**config.mk**
```make
export PLATFORM = sky130hd
export DESIGN_NAME = moisture_sample_calibrator_flat
export DESIGN_NICKNAME = d
export VERILOG_FILES = /design/src/hdl/msc_pkg.sv /design/src/hdl/msc_req_if.sv /design/src/hdl/msc_rsp_if.sv /design/src/hdl/msc_queue.sv /design/src/hdl/msc_front.sv /design/src/hdl/msc_back.sv /design/src/hdl/moisture_sample_calibrator.sv /design/src/flat_wrapper.sv
export SDC_FILE = /design/constraint.sdc
export NUM_CORES = 1
export LEC_CHECK = 0
export ABC_AREA = 0
export BUFFER_PORTS_ARGS = -buffer_cell sky130_fd_sc_hd__buf_2
export CAP_MARGIN = 20
export CORE_MARGIN = 5
export CORE_UTILIZATION = 55
export CTS_CLUSTER_SIZE = 25
export DETAILED_ROUTE_END_ITERATION = 16
export PLACE_DENSITY = 0.69
export SKIP_LAST_GASP = 1
export SYNTH_ARGS = -nofsm -noshare
export SYNTH_HDL_FRONTEND = slang
export SYNTH_SLANG_ARGS = --single-unit
```
**constraint.sdc**
```tcl
create_clock -name clk -period 10.8 [get_ports clk]
set_input_delay 0.54 -clock clk [delete_from_list [all_inputs] [get_ports clk]]
set_output_delay 0.54 -clock clk [all_outputs]
set_load 0.02 [all_outputs]
```
**src/hdl/msc_pkg.sv**
```systemverilog
// ----------------------------------------------------------------------------
// Moisture sample calibrator package
// Shared widths, constants, status codes and the structures that pass
// between the front end, the job queue and the calibration engine.
// ----------------------------------------------------------------------------
`default_nettype none

package msc_pkg;

    // Channel count in use and retry holdoff length in milliseconds.
    localparam int CHANNELS    = 4;
    localparam int RETRY_TICKS = 5000;

    // Field widths.
    localparam int CH_W      = 2;
    localparam int SAMPLE_W  = 16;
    localparam int PCT_W     = 7;
    localparam int STATUS_W  = 3;
    localparam int HOLDOFF_W = 13;

    // Configuration register file: a dry and a wet point per channel.
    localparam int NUM_CAL_CH = 4;
    localparam int NUM_REGS   = 2 * NUM_CAL_CH;
    localparam int CFG_IDX_W  = $clog2(NUM_REGS);

    // Calibration constants.
    localparam logic [SAMPLE_W-1:0] WINDOW_MARGIN = 16'd2000;
    localparam logic [SAMPLE_W-1:0] FALLBACK_DRY  = 16'd10000;
    localparam logic [SAMPLE_W-1:0] FALLBACK_WET  = 16'd26000;
    localparam logic [SAMPLE_W-1:0] RAW_LIMIT     = 16'd32767;
    localparam logic [PCT_W-1:0]    PCT_MAX       = 7'd100;

    // Serial divider: the scaled numerator magnitude needs 23 bits.
    localparam int NUM_W  = SAMPLE_W + 8;
    localparam int DIV_W  = NUM_W - 1;
    localparam int STEP_W = $clog2(DIV_W);

    // Job queue between the front end and the calibration engine.
    localparam int QUEUE_DEPTH = 2;
    localparam int QPTR_W      = $clog2(QUEUE_DEPTH);
    localparam int QCNT_W      = $clog2(QUEUE_DEPTH + 1);

    typedef enum logic [STATUS_W-1:0] {
        ST_OK          = 3'd0,
        ST_HOLDOFF     = 3'd1,
        ST_PROBE_FAIL  = 3'd2,
        ST_READ_FAIL   = 3'd3,
        ST_RAW_INVALID = 3'd4
    } status_t;

    typedef logic [NUM_CAL_CH-1:0][SAMPLE_W-1:0] cal_points_t;

    typedef struct packed {
        status_t             status;
        logic [CH_W-1:0]     ch;
        logic [SAMPLE_W-1:0] raw;
    } job_t;

    typedef struct packed {
        status_t             status;
        logic [SAMPLE_W-1:0] raw;
        logic [PCT_W-1:0]    pct;
        logic                healthy;
    } result_t;

endpackage

`default_nettype wire

```
**src/hdl/msc_req_if.sv**
```systemverilog
// ----------------------------------------------------------------------------
// Moisture sample calibrator request channel
// Valid/ready channel that carries ticks and read requests.
// ----------------------------------------------------------------------------
`default_nettype none

interface msc_req_if import msc_pkg::*; ();
    logic                valid;
    logic                ready;
    logic                operation;
    logic [CH_W-1:0]     channel;
    logic [SAMPLE_W-1:0] sample;
    logic                probe_ok;
    logic                read_ok;

    modport source (output valid, output operation, output channel, output sample,
                    output probe_ok, output read_ok, input ready);
    modport sink   (input valid, input operation, input channel, input sample,
                    input probe_ok, input read_ok, output ready);
endinterface

`default_nettype wire

```
**src/hdl/msc_rsp_if.sv**
```systemverilog
// ----------------------------------------------------------------------------
// Moisture sample calibrator response channel
// Valid/ready channel that carries one result per read request.
// ----------------------------------------------------------------------------
`default_nettype none

interface msc_rsp_if import msc_pkg::*; ();
    logic                valid;
    logic                ready;
    logic [STATUS_W-1:0] status;
    logic [SAMPLE_W-1:0] raw_out;
    logic [PCT_W-1:0]    moisture_pct;
    logic                healthy;

    modport source (output valid, output status, output raw_out,
                    output moisture_pct, output healthy, input ready);
    modport sink   (input valid, input status, input raw_out,
                    input moisture_pct, input healthy, output ready);
endinterface

`default_nettype wire

```
**src/hdl/msc_queue.sv**
```systemverilog
// ----------------------------------------------------------------------------
// Moisture sample calibrator job queue
// Small first-in first-out buffer of classified jobs.
// ----------------------------------------------------------------------------
`default_nettype none

module msc_queue import msc_pkg::*; (
    input  logic clk,
    input  logic rst_n,
    input  logic push,
    input  job_t push_data,
    output logic full,
    input  logic pop,
    output job_t pop_data,
    output logic empty
);

    job_t              mem_reg [QUEUE_DEPTH];
    logic [QPTR_W-1:0] wr_ptr_reg;
    logic [QPTR_W-1:0] rd_ptr_reg;
    logic [QCNT_W-1:0] count_reg;

    assign full     = (count_reg == QCNT_W'(QUEUE_DEPTH));
    assign empty    = (count_reg == '0);
    assign pop_data = mem_reg[rd_ptr_reg];

    always_ff @(posedge clk)
    begin
        if (push)
        begin
            mem_reg[wr_ptr_reg] <= push_data;
        end
    end

    always_ff @(posedge clk or negedge rst_n)
    begin
        if (!rst_n)
        begin
            wr_ptr_reg <= '0;
            rd_ptr_reg <= '0;
            count_reg  <= '0;
        end
        else
        begin
            if (push)
            begin
                wr_ptr_reg <= (wr_ptr_reg == QPTR_W'(QUEUE_DEPTH - 1)) ? '0
                              : wr_ptr_reg + 1'b1;
            end
            if (pop)
            begin
                rd_ptr_reg <= (rd_ptr_reg == QPTR_W'(QUEUE_DEPTH - 1)) ? '0
                              : rd_ptr_reg + 1'b1;
            end
            if (push && !pop)
            begin
                count_reg <= count_reg + 1'b1;
            end
            else if (pop && !push)
            begin
                count_reg <= count_reg - 1'b1;
            end
        end
    end

    a_no_overflow: assert property (@(posedge clk) disable iff (!rst_n)
        full |-> !push)
        else $error("job queue written while full");

    a_count_bounded: assert property (@(posedge clk) disable iff (!rst_n)
        (pop && !push) |=> count_reg == $past(count_reg) - 1'b1)
        else $error("job queue count lost track of a pop");

endmodule

`default_nettype wire

```
**src/hdl/msc_front.sv**
```systemverilog
// ----------------------------------------------------------------------------
// Moisture sample calibrator front end
// Accepts transactions, runs the presence and holdoff state, and queues
// one classified job per valid read request.
// ----------------------------------------------------------------------------
`default_nettype none

module msc_front import msc_pkg::*; (
    input  logic       clk,
    input  logic       rst_n,
    msc_req_if.sink    req,
    input  logic       q_full,
    output logic       q_push,
    output job_t       q_job
);

    logic                 present_reg;
    logic                 present_next;
    logic                 armed_reg;
    logic                 armed_next;
    logic [HOLDOFF_W-1:0] left_reg;
    logic [HOLDOFF_W-1:0] left_next;
    logic                 accept;
    logic                 ch_valid;
    status_t              status;

    assign req.ready = !q_full;
    assign accept    = req.valid && req.ready;
    assign ch_valid  = 32'(req.channel) < 32'(CHANNELS);

    always_comb
    begin
        present_next = present_reg;
        armed_next   = armed_reg;
        left_next    = left_reg;
        status       = ST_OK;
        q_push       = 1'b0;

        if (accept && !req.operation)
        begin
            if (left_reg != '0)
            begin
                left_next = left_reg - 1'b1;
            end
        end
        else if (accept && ch_valid)
        begin
            q_push = 1'b1;
            if (!present_reg && armed_reg && left_reg != '0)
            begin
                status = ST_HOLDOFF;
            end
            else if (!present_reg && !req.probe_ok)
            begin
                armed_next = 1'b1;
                left_next  = HOLDOFF_W'(RETRY_TICKS);
                status     = ST_PROBE_FAIL;
            end
            else if (!req.read_ok)
            begin
                // A failed read drops the converter and restarts the holdoff.
                present_next = 1'b0;
                armed_next   = 1'b1;
                left_next    = HOLDOFF_W'(RETRY_TICKS);
                status       = ST_READ_FAIL;
            end
            else
            begin
                present_next = 1'b1;
                armed_next   = 1'b0;
                if (req.sample == '0 || req.sample >= RAW_LIMIT)
                begin
                    status = ST_RAW_INVALID;
                end
            end
        end
    end

    assign q_job = '{status: status, ch: req.channel, raw: req.sample};

    always_ff @(posedge clk or negedge rst_n)
    begin
        if (!rst_n)
        begin
            present_reg <= 1'b0;
            armed_reg   <= 1'b0;
            left_reg    <= '0;
        end
        else
        begin
            present_reg <= present_next;
            armed_reg   <= armed_next;
            left_reg    <= left_next;
        end
    end

    a_present_disarms: assert property (@(posedge clk) disable iff (!rst_n)
        !(present_reg && armed_reg))
        else $error("holdoff armed while the converter is present");

    a_tick_counts: assert property (@(posedge clk) disable iff (!rst_n)
        (accept && !req.operation && left_reg != '0) |=>
        left_reg == $past(left_reg) - 1'b1)
        else $error("tick did not count the holdoff down");

endmodule

`default_nettype wire

```
**src/hdl/msc_back.sv**
```systemverilog
// ----------------------------------------------------------------------------
// Moisture sample calibrator engine
// Takes queued jobs and forms the result: point selection, health window,
// and a radix-2 restoring divider for the scaled percentage.
// ----------------------------------------------------------------------------
`default_nettype none

module msc_back import msc_pkg::*; (
    input  logic        clk,
    input  logic        rst_n,
    input  cal_points_t dry_pts,
    input  cal_points_t wet_pts,
    input  logic        q_empty,
    input  job_t        q_data,
    output logic        q_pop,
    output logic        res_valid,
    output result_t     res,
    input  logic        res_take
);

    typedef enum logic [1:0] {
        S_IDLE,
        S_DIV,
        S_HOLD
    } state_t;

    state_t              state_reg;
    state_t              state_next;
    status_t             status_reg;
    status_t             status_next;
    logic [SAMPLE_W-1:0] raw_reg;
    logic [SAMPLE_W-1:0] raw_next;
    logic                healthy_reg;
    logic                healthy_next;
    logic                neg_reg;
    logic                neg_next;
    logic [DIV_W-1:0]    nq_reg;
    logic [DIV_W-1:0]    nq_next;
    logic [SAMPLE_W-1:0] rem_reg;
    logic [SAMPLE_W-1:0] rem_next;
    logic [SAMPLE_W-1:0] den_reg;
    logic [SAMPLE_W-1:0] den_next;
    logic [STEP_W-1:0]   step_reg;
    logic [STEP_W-1:0]   step_next;

    logic [SAMPLE_W-1:0]        dry_cfg;
    logic [SAMPLE_W-1:0]        wet_cfg;
    logic                       calibrated;
    logic [SAMPLE_W-1:0]        dry_sel;
    logic [SAMPLE_W-1:0]        wet_sel;
    logic [SAMPLE_W-1:0]        lo_pt;
    logic [SAMPLE_W-1:0]        hi_pt;
    logic [SAMPLE_W-1:0]        lo_ok;
    logic [SAMPLE_W:0]          hi_ok;
    logic                       in_window;
    logic signed [SAMPLE_W:0]   diff_s;
    logic signed [SAMPLE_W:0]   den_s;
    logic signed [NUM_W-1:0]    num_s;
    logic [SAMPLE_W:0]          rem_shift;
    logic                       q_bit;
    logic [PCT_W-1:0]           pct;

    // Point selection and health window for the job at the queue head.
    always_comb
    begin
        dry_cfg    = dry_pts[q_data.ch];
        wet_cfg    = wet_pts[q_data.ch];
        calibrated = (dry_cfg != '0) && (wet_cfg != '0) && (dry_cfg != wet_cfg);
        dry_sel    = calibrated ? dry_cfg : FALLBACK_DRY;
        wet_sel    = calibrated ? wet_cfg : FALLBACK_WET;
        lo_pt      = (dry_cfg < wet_cfg) ? dry_cfg : wet_cfg;
        hi_pt      = (dry_cfg < wet_cfg) ? wet_cfg : dry_cfg;
        lo_ok      = (lo_pt > WINDOW_MARGIN) ? lo_pt - WINDOW_MARGIN : '0;
        hi_ok      = {1'b0, hi_pt} + {1'b0, WINDOW_MARGIN};
        in_window  = (q_data.raw >= lo_ok) && ({1'b0, q_data.raw} <= hi_ok);
        diff_s     = signed'({1'b0, q_data.raw}) - signed'({1'b0, dry_sel});
        den_s      = signed'({1'b0, wet_sel}) - signed'({1'b0, dry_sel});
        num_s      = NUM_W'(diff_s) * 24'sd100;
    end

    // One quotient bit per cycle.
    assign rem_shift = {rem_reg, nq_reg[DIV_W-1]};
    assign q_bit     = (rem_shift >= {1'b0, den_reg});

    always_comb
    begin
        if (neg_reg)
        begin
            pct = '0;
        end
        else if (nq_reg > DIV_W'(PCT_MAX))
        begin
            pct = PCT_MAX;
        end
        else
        begin
            pct = nq_reg[PCT_W-1:0];
        end
    end

    assign q_pop     = (state_reg == S_IDLE) && !q_empty;
    assign res_valid = (state_reg == S_HOLD);
    assign res       = '{status: status_reg, raw: raw_reg, pct: pct,
                         healthy: healthy_reg};

    always_comb
    begin
        state_next   = state_reg;
        status_next  = status_reg;
        raw_next     = raw_reg;
        healthy_next = healthy_reg;
        neg_next     = neg_reg;
        nq_next      = nq_reg;
        rem_next     = rem_reg;
        den_next     = den_reg;
        step_next    = step_reg;

        unique case (state_reg)
            S_IDLE:
            begin
                if (!q_empty)
                begin
                    status_next = q_data.status;
                    if (q_data.status == ST_OK)
                    begin
                        raw_next     = q_data.raw;
                        healthy_next = !calibrated || in_window;
                        neg_next     = num_s[NUM_W-1] ^ den_s[SAMPLE_W];
                        nq_next      = num_s[NUM_W-1] ? DIV_W'(-num_s)
                                                      : num_s[DIV_W-1:0];
                        den_next     = den_s[SAMPLE_W] ? SAMPLE_W'(-den_s)
                                                       : den_s[SAMPLE_W-1:0];
                        rem_next     = '0;
                        step_next    = '0;
                        state_next   = S_DIV;
                    end
                    else
                    begin
                        // Refused or failed reads report zeros.
                        raw_next     = '0;
                        healthy_next = 1'b0;
                        neg_next     = 1'b1;
                        state_next   = S_HOLD;
                    end
                end
            end
            S_DIV:
            begin
                rem_next  = q_bit ? SAMPLE_W'(rem_shift - {1'b0, den_reg})
                                  : rem_shift[SAMPLE_W-1:0];
                nq_next   = {nq_reg[DIV_W-2:0], q_bit};
                step_next = step_reg + 1'b1;
                if (step_reg == STEP_W'(DIV_W - 1))
                begin
                    state_next = S_HOLD;
                end
            end
            S_HOLD:
            begin
                if (res_take)
                begin
                    state_next = S_IDLE;
                end
            end
            default:
            begin
                state_next = S_IDLE;
            end
        endcase
    end

    always_ff @(posedge clk or negedge rst_n)
    begin
        if (!rst_n)
        begin
            state_reg   <= S_IDLE;
            status_reg  <= ST_OK;
            raw_reg     <= '0;
            healthy_reg <= 1'b0;
            neg_reg     <= 1'b0;
            nq_reg      <= '0;
            rem_reg     <= '0;
            den_reg     <= '0;
            step_reg    <= '0;
        end
        else
        begin
            state_reg   <= state_next;
            status_reg  <= status_next;
            raw_reg     <= raw_next;
            healthy_reg <= healthy_next;
            neg_reg     <= neg_next;
            nq_reg      <= nq_next;
            rem_reg     <= rem_next;
            den_reg     <= den_next;
            step_reg    <= step_next;
        end
    end

endmodule

`default_nettype wire

```
**src/hdl/moisture_sample_calibrator.sv**
```systemverilog
// A tick updates the presence and holdoff state and gives no result; ticks are taken
// one per cycle while the queue is not full. A read passes through the job queue and
// the engine to the response register; a good read runs the serial divider (one quotient
// bit per cycle over 23 bits). The engine takes no new job until its last result is taken.
// Reset: rst_n clears the presence and holdoff state, the calibration points, the job
// queue, the engine and the response valid flag at once; no clearing pass is needed.
// ----------------------------------------------------------------------------
// Moisture sample calibrator
// Two-point linear calibration of raw soil moisture samples to a clamped
// percentage, with converter presence tracking and a retry holdoff.
// ----------------------------------------------------------------------------
`default_nettype none

module moisture_sample_calibrator import msc_pkg::*; (
    input  logic                 clk,
    input  logic                 rst_n,
    msc_req_if.sink              req,
    msc_rsp_if.source            rsp,
    input  logic                 cfg_wr_en,
    input  logic [CFG_IDX_W-1:0] cfg_index,
    input  logic [SAMPLE_W-1:0]  cfg_wdata
);

    // Calibration points. Index 0..3 are the dry points and 4..7 the wet
    // points of channels 0..3. Writes must only happen while the block is idle;
    // the user must ensure it, as the block does not, and the engine reads them directly.
    cal_points_t dry_pts_reg;
    cal_points_t wet_pts_reg;

    // Front end to queue.
    logic q_push;
    job_t q_job;
    logic q_full;

    // Queue to engine.
    logic q_pop;
    job_t q_data;
    logic q_empty;

    // Engine to response register.
    logic    res_valid;
    result_t res;
    logic    res_take;

    // Response register: it lets the engine start the next job while the
    // previous result is still waiting for the downstream sink.
    logic                out_valid_reg;
    logic [STATUS_W-1:0] out_status_reg;
    logic [SAMPLE_W-1:0] out_raw_reg;
    logic [PCT_W-1:0]    out_pct_reg;
    logic                out_healthy_reg;

    always_ff @(posedge clk or negedge rst_n)
    begin
        if (!rst_n)
        begin
            dry_pts_reg <= '0;
            wet_pts_reg <= '0;
        end
        else if (cfg_wr_en)
        begin
            if (cfg_index < CFG_IDX_W'(NUM_CAL_CH))
            begin
                dry_pts_reg[cfg_index[CFG_IDX_W-2:0]] <= cfg_wdata;
            end
            else
            begin
                wet_pts_reg[cfg_index[CFG_IDX_W-2:0]] <= cfg_wdata;
            end
        end
    end

    // The front end classifies each read against the presence and holdoff
    // state at the moment of acceptance, so every later transaction sees
    // the state exactly as the earlier ones left it.
    msc_front u_front (
        .clk    (clk),
        .rst_n  (rst_n),
        .req    (req),
        .q_full (q_full),
        .q_push (q_push),
        .q_job  (q_job)
    );

    msc_queue u_queue (
        .clk       (clk),
        .rst_n     (rst_n),
        .push      (q_push),
        .push_data (q_job),
        .full      (q_full),
        .pop       (q_pop),
        .pop_data  (q_data),
        .empty     (q_empty)
    );

    // Every queued job, failed or not, passes through the engine so that
    // results leave in the order the reads were accepted.
    msc_back u_back (
        .clk       (clk),
        .rst_n     (rst_n),
        .dry_pts   (dry_pts_reg),
        .wet_pts   (wet_pts_reg),
        .q_empty   (q_empty),
        .q_data    (q_data),
        .q_pop     (q_pop),
        .res_valid (res_valid),
        .res       (res),
        .res_take  (res_take)
    );

    assign res_take = res_valid && (!out_valid_reg || rsp.ready);

    always_ff @(posedge clk or negedge rst_n)
    begin
        if (!rst_n)
        begin
            out_valid_reg <= 1'b0;
        end
        else if (res_take)
        begin
            out_valid_reg <= 1'b1;
        end
        else if (rsp.ready)
        begin
            out_valid_reg <= 1'b0;
        end
    end

    always_ff @(posedge clk)
    begin
        if (res_take)
        begin
            out_status_reg  <= res.status;
            out_raw_reg     <= res.raw;
            out_pct_reg     <= res.pct;
            out_healthy_reg <= res.healthy;
        end
    end

    assign rsp.valid        = out_valid_reg;
    assign rsp.status       = out_status_reg;
    assign rsp.raw_out      = out_raw_reg;
    assign rsp.moisture_pct = out_pct_reg;
    assign rsp.healthy      = out_healthy_reg;

endmodule

`default_nettype wire

```
**src/flat_wrapper.sv**
```systemverilog
// flat-port wrapper written by rule: the top's interface ports become plain ports
module moisture_sample_calibrator_flat import msc_pkg::*;
  (clk, rst_n, cfg_wr_en, cfg_index, cfg_wdata, req_valid, req_operation, req_channel, req_sample, req_probe_ok, req_read_ok, req_ready, rsp_valid, rsp_status, rsp_raw_out, rsp_moisture_pct, rsp_healthy, rsp_ready);
  msc_req_if req_i ();
  msc_rsp_if rsp_i ();
  input  logic clk;
  input  logic rst_n;
  input  logic cfg_wr_en;
  input  logic [CFG_IDX_W-1:0] cfg_index;
  input  logic [SAMPLE_W-1:0] cfg_wdata;
  input wire logic [$bits(req_i.valid)-1:0] req_valid;
  input wire logic [$bits(req_i.operation)-1:0] req_operation;
  input wire logic [$bits(req_i.channel)-1:0] req_channel;
  input wire logic [$bits(req_i.sample)-1:0] req_sample;
  input wire logic [$bits(req_i.probe_ok)-1:0] req_probe_ok;
  input wire logic [$bits(req_i.read_ok)-1:0] req_read_ok;
  output wire logic [$bits(req_i.ready)-1:0] req_ready;
  output wire logic [$bits(rsp_i.valid)-1:0] rsp_valid;
  output wire logic [$bits(rsp_i.status)-1:0] rsp_status;
  output wire logic [$bits(rsp_i.raw_out)-1:0] rsp_raw_out;
  output wire logic [$bits(rsp_i.moisture_pct)-1:0] rsp_moisture_pct;
  output wire logic [$bits(rsp_i.healthy)-1:0] rsp_healthy;
  input wire logic [$bits(rsp_i.ready)-1:0] rsp_ready;
  assign req_i.valid = req_valid;
  assign req_i.operation = req_operation;
  assign req_i.channel = req_channel;
  assign req_i.sample = req_sample;
  assign req_i.probe_ok = req_probe_ok;
  assign req_i.read_ok = req_read_ok;
  assign req_ready = req_i.ready;
  assign rsp_valid = rsp_i.valid;
  assign rsp_status = rsp_i.status;
  assign rsp_raw_out = rsp_i.raw_out;
  assign rsp_moisture_pct = rsp_i.moisture_pct;
  assign rsp_healthy = rsp_i.healthy;
  assign rsp_i.ready = rsp_ready;
  moisture_sample_calibrator u_core (.clk(clk), .rst_n(rst_n), .req(req_i), .rsp(rsp_i), .cfg_wr_en(cfg_wr_en), .cfg_index(cfg_index), .cfg_wdata(cfg_wdata));
endmodule
```
## Yosys cells after proc, flatten, opt, wreduce, memory -nomap -nowiden

Memory sizes are Yosys's and may differ from the RTL's.
Cells that the tools add are included.

| operators by class | value |
|---|---|
| add/subtract/negate cells | 13 |
| $mul | 1 |
| order comparisons | 11 |
| eq/ne operators | 12 |
| muxes and demuxes | 59 |
| bitwise gates (word level) | 6 |
| reduce and logical (&&, ||, !) cells | 46 |

Operator list:

| kind | number |
|---|---|
| 16-bit 2-to-1 mux | 13 |
| 64-bit bitwise mux | 2 |
| 13-bit 2-to-1 mux | 6 |
| 23-bit 2-to-1 mux | 3 |
| 16-bit binary-select mux with 2-bit select | 2 |
| 23-bit one-hot mux with 2 select lines | 1 |
| 16-bit by 16-bit subtractor with 17-bit output | 2 |
| 16-bit demux with 2-bit select | 1 |
| 16-bit one-hot mux with 2 select lines | 1 |
| 16-bit nonzero test | 2 |
| 23-bit by 7-bit > comparator with 1-bit output, second input constant | 1 |
| 23-bit negation | 1 |
| 17-bit by 6-bit multiplier with 22-bit output, second input constant | 1 |
| 3-bit 2-to-1 mux | 6 |
| 16-bit by 11-bit adder with 17-bit output, second input constant | 1 |
| 17-bit by 16-bit >= comparator with 1-bit output | 1 |
| 16-bit by 17-bit less-or-equal comparator with 1-bit output | 1 |
| 16-bit by 15-bit >= comparator with 1-bit output, second input constant | 1 |
| 16-bit >= comparator | 1 |
| 16-bit by 11-bit > comparator with 1-bit output, second input constant | 1 |
| 16-bit zero test | 1 |
| 16-bit < comparator | 1 |
| 16-bit != test | 1 |
| 16-bit negation | 1 |
| other kinds (35) | 96 |

| storage, ports and cells | value |
|---|---|
| flip-flop bits (word level) | 258 |
| RAM bits | 42 |
| input port bits | 45 |
| output and inout port bits | 29 |
| word-level logic and storage cells | 178 |
| memories | 1 |

Memories:

| memory | depth | bits a word | rd ports | clocked after Yosys merged registers in | write ports | line | source |
|---|---|---|---|---|---|---|---|
| u_core.u_queue.mem_reg | 2 | 21 | 1 | 0 | 1 | msc_queue.sv:18 | `job_t mem_reg [QUEUE_DEPTH];` |

## Logic depth before layout (Yosys ltp)

An unclocked memory read counts as a cell.

| logic depth | value |
|---|---|
| word-level depth | 14 |
| mapped depth | 49 |
| mapped depth without buffers | 38 |

## Cells and area by module

Synthesis repeated with hierarchy kept, for this count alone.

| second synthesis, totals | value |
|---|---|
| cells, all modules | 1825 |
| area total of the unflattened synthesis | 19675.1 um^2 |

By module, submodules not included:

| module | times used | cells an instance | area each (um^2) | sequential area each (um^2) |
|---|---|---|---|---|
| msc_back | 1 | 1299 | 11025.6 | 2077.0 |
| moisture_sample_calibrator | 1 | 310 | 5771.8 | 4038.9 |
| msc_queue | 1 | 81 | 1706.6 | 1361.3 |
| msc_front | 1 | 135 | 1171.1 | 375.4 |

## Least setup slack after synthesis

Ideal clock, no wire load.

| timing path | value |
|---|---|
| path kind | reg2reg |
| start point | register u_core.u_queue.rd_ptr_reg |
| end point | register u_core.u_back.nq_reg[19] |
| library setup time | 83 ps |
| data arrival time | 9362 ps |
| data required time | 10717 ps |
| slack | 1356 ps |
| stages on the path, launching flop included | 45 |
| path buffers | 9 |
| period minus slack after synthesis | 9444 ps |
| cell sequence | dfrtp_1 buf_6 mux2_4 buf_6 buf_12 buf_12 buf_6 buf_2 buf_1 mux4_2 inv_1 ha_1 nand3_1 nor3_1 a21oi_1 clkbuf_1 clkbuf_1 nand2_1 [... 9 more ...] inv_1 ha_1 ha_1 fa_1 a21o_1 a21oi_1 o21bai_1 a21oi_1 nor2b_1 o21a_1 o31a_1 o41ai_1 o21a_1 o21ai_0 xnor2_1 nor2_1 xor2_1 o21ai_0 |

| on the way | value |
|---|---|
| cells in the longest elaborated chain, start to end | 14 |
| elaborated cells on any way between the ends | 21 |
| classes of those cells | add/sub: 2; mul: 1; eq/ne: 2; mux: 9; reduce/logical: 6; memory: 1 |

RTL lines:

| what | line | source |
|---|---|---|
| start, declared | msc_queue.sv:20 | `logic [QPTR_W-1:0] rd_ptr_reg;` |
| start signal, assigned | msc_queue.sv:52 | `rd_ptr_reg <= (rd_ptr_reg == QPTR_W'(QUEUE_DEPTH - 1)) ? '0` |
| memory 2 x 21 bit * | -- |  |
| 16-bit binary-select mux with 2-bit select (on tied branches) | msc_back.sv:66, msc_back.sv:67 |  |
| 16-bit 2-to-1 mux (on tied branches) | msc_back.sv:66, msc_back.sv:67 |  |
| 16-bit nonzero test | msc_back.sv:68 | `calibrated = (dry_cfg != '0) && (wet_cfg != '0) && (dry_cfg != wet_cfg);` |
| 1-bit logical AND (2 in a row) | msc_back.sv:68 |  |
| 16-bit 2-to-1 mux | msc_back.sv:69 | `dry_sel = calibrated ? dry_cfg : FALLBACK_DRY;` |
| 16-bit by 16-bit subtractor with 17-bit output | msc_back.sv:76 | `diff_s = signed'({1'b0, q_data.raw}) - signed'({1'b0, dry_sel});` |
| 17-bit by 6-bit multiplier with 22-bit output | msc_back.sv:78 | `num_s = NUM_W'(diff_s) * 24'sd100;` |
| 23-bit negation | msc_back.sv:129 | `nq_next = num_s[NUM_W-1] ? DIV_W'(-num_s)` |
| 23-bit 2-to-1 mux | msc_back.sv:129 |  |
| 23-bit 2-to-1 mux | msc_back.sv:124 | `if (q_data.status == ST_OK)` |
| 23-bit 2-to-1 mux | msc_back.sv:121 | `if (!q_empty)` |
| 23-bit one-hot mux with 2 select lines | msc_back.sv:118 | `unique case (state_reg)` |
| end signal, assigned | msc_back.sv:193 | `nq_reg <= nq_next;` |
| end, declared | msc_back.sv:37 | `logic [DIV_W-1:0] nq_reg;` |

Mark *: on every way between the ends. The rest lies on a longest branch, timed or not. The select of a mux whose other input is x is not followed.
A chain may end at the register's enable or synchronous reset.

## Worst setup path after layout

| timing path | value |
|---|---|
| start point | register u_core.u_queue.rd_ptr_reg |
| end point | register u_core.u_back.nq_reg[6] |

The elaborated chain is that of the path after synthesis.

==> flow_summary.ini <==
[min_path]
hold_class = primary input to flip-flop
whs_endpoint = u_core.u_queue.mem_reg[1][17]
hold_depth = 1
min_from = req_channel[1]

[synthesis]
synth_top_family_by_area = multiplexers
avgSynthCellArea_um2 = 10.2
synth_edf_count = 69
yosysSeqAreaShare = 0.378
synthTopCellsByCount = dfrtp_1 (231), nand2_1 (160), ha_1 (149)
synthTopCellsByArea = dfrtp_1 (28%), edfxtp_1 (10%), ha_1 (9.0%)
yosysTopAreaCell = dfrtp_1
synth_adder_area_share = 0.102
ys_types = 95
synth_xor_area_frac = 0.0716
synthMuxAreaShare = 0.141
syn_nets = 2237
yosys_warnings = 0
synth-seq-cells = 300
synth-compound-area-share = 0.129
synth-simple-area-share = 0.140
yosys.area.top_type_share = 0.278
synth.most_common_cell = dfrtp_1
postSynth.asyncResetShare = 0.770
synth_flop_cell = dfrtp_1
syn_area_um2 = 20800
synth_cells = 2033

[clock_network]
clkTransAtPathRegs_ns = 0.06
cts.sinks = 300
cts_made_buffers = 34
clock_path_buffers = 3
post_cts_buffers = 0
cts_tree = yes
h-tree-depth = 2
worst_skew_pair.late_latency_ns = 0.55
cts-root-buf = clkbuf_16

[detailed_routing]
vias_per_cell = 6.00
wirelength_mm = 51.9
drc = 0
drtIter0Drc = 1043
vias = 15800
drtAntennaViolNets = 0
avgRoutedWirePerCell_um = 19.8
drtPass1Iterations = 5

[critical_path]
startpoint_type = flip-flop
cp-end-kind = flip-flop
path_max_fanout = 31
critPathKind = flip-flop to flip-flop
rrSetupSlack_ns = 0.87
r2r_end = u_core.u_back.nq_reg[6]
worst_ep_required_time_ns = 11.25
arrival_ns = 10.38
slowest_delay_ns = 0.58
timing.rr.start = u_core.u_queue.rd_ptr_reg
rr_worst_depth = 37
cp_slowest_cell = xnor2_2

[global_routing]
grt_pass1_vias = 15500
grt_max_degree = 86
grt_usage = 0.249
grt_first_pass_wirelength_mm = 84.0
grt-ovfl-total = 0
antenna_found_initial = 0

[sta]
setup_viol = 0
drv_slew = 0
period_share = 0.919
tightestPinTransition_ns = 0.978
fmax_mhz = 101
maxSlewHeadroom = 0.348
hold_violations = 0
clock_skew_ns = 0.0210
layout_min_cycle_time_ns = 9.93
setup_tns_ns = 0

[final_layout]
multiInputGateArea_um2 = 12200
diodes = 0
fin_util = 0.608
final_cell_area_um2 = 22800
syn_to_final_growth_pct = 9.73
drive_gt1_frac = 0.166
nFillCells = 3162
nets = 2295
seq_area_um2 = 7850

[run]
cap_violations = 0

[run_status]
status = finished clean

[place]
dp_hpwl_mm = 38.9
placed_cell_area_um2 = 21700
numPortBuffers = 73
gp_congestion = 0.933

[floorplanning]
die_height_um = 204
dieArea_um2 = 41800
rows = 71
io_pins = 74
die_w_um = 204
start_util = 0.555
core_um2 = 37500
-- how the worst max path moves through the flow --
stage,start,cells after the start,end
floorplan,u_core.u_queue.rd_ptr_reg,44,u_core.u_back.nq_reg[19]
global placement,u_core.u_queue.rd_ptr_reg,37,u_core.u_back.nq_reg[6]
detailed placement,u_core.u_queue.rd_ptr_reg,37,u_core.u_back.nq_reg[6]
CTS,u_core.u_queue.rd_ptr_reg,37,u_core.u_back.nq_reg[6]
global route,u_core.u_queue.rd_ptr_reg,37,u_core.u_back.nq_reg[6]
finish,u_core.u_queue.rd_ptr_reg,37,u_core.u_back.nq_reg[6]
-- per-stage QoR --
stage,std cells,hold slack (ns),setup slack (ns)
global route,2625,0.166,-0.0393
floorplan,2033,0.244,1.36
global placement,2564,0.434,1.04
detailed placement,2564,0.437,0.640
finish,2625,0.176,0.871
CTS,2624,0.148,0.609
-- placed cells by master (no fill, tap or decap), drive strengths merged, types with 11 or more instances in the layout --
| master | instances |
|---|---|
| dfrtp | 231 |
| nand2 | 160 |
| ha | 149 |
| nor2 | 143 |
| mux2 | 130 |
| inv | 112 |
| xnor2 | 105 |
| o21ai | 104 |
| buf | 102 |
| a21oi | 70 |
| edfxtp | 69 |
| mux2i | 68 |
| xor2 | 65 |
| clkbuf | 46 |
| a21o | 35 |
| nor3 | 34 |
| mux4 | 34 |
| nand2b | 33 |
| nand3 | 31 |
| nor4 | 29 |
| a22oi | 25 |
| and2 | 24 |
| o211ai | 23 |
| o31ai | 21 |
| or3 | 21 |
| nand4 | 21 |
| nor2b | 20 |
| o311ai | 15 |
| and3 | 15 |
| o21a | 15 |
| a31oi | 11 |
-- worst max-delay path: cells and delay by family, from the launching register on --
kind,cells,cell delay (ns)
muxes,2,1.01
DFF,1,0.37
xor gates and xnor gates,3,0.95
and+or+nand+nor,6,1.13
adders and majority gates,6,2.04
AOI/OAI and AO/OA,16,3.32
buffers and inverters,4,0.99
-- layer usage --
layer / track usage / up-vias / part of all wire
met2: 0.416 / 404 / 0.48
met5: 0 / - / 0
met1: 0.342 / 7732 / 0.45
li1: - / 7527 / -
met3: 0.0281 / 88 / 0.042
met4: 0.0826 / 0 / 0.030
-- what timing repair did --
action,in CTS,in global routing
resized for setup,0,2
endpoints found under the hold margin,13,0
endpoints found under the setup margin,0,14
hold buffers,1,0
-- logic make-up (layout without fill, tap and decap cells) --
group                    count (synthesis)  after routing
AO/OA/AOI/OAI                          396            396
XOR/XNOR                               170            170
adder cells (fa/ha/maj)                164            164
buffers and inverters                  191            272
flip-flops                             300            300
multiplexers                           232            232
AND/OR/NAND/NOR                        580            580
-- final cells by class --
class	count	area share
clock buffer	46	0.0410
clock inverter	13	0.00730
inverter	110	0.0181
multi-input combinational	1542	0.534
sequential	300	0.344
tap	511	0.0280
timing repair buffer	103	0.0273
Power is left out: the tool's default activity adds up to more than one toggle a clock period on the data nets, which glitch-free logic cannot reach.
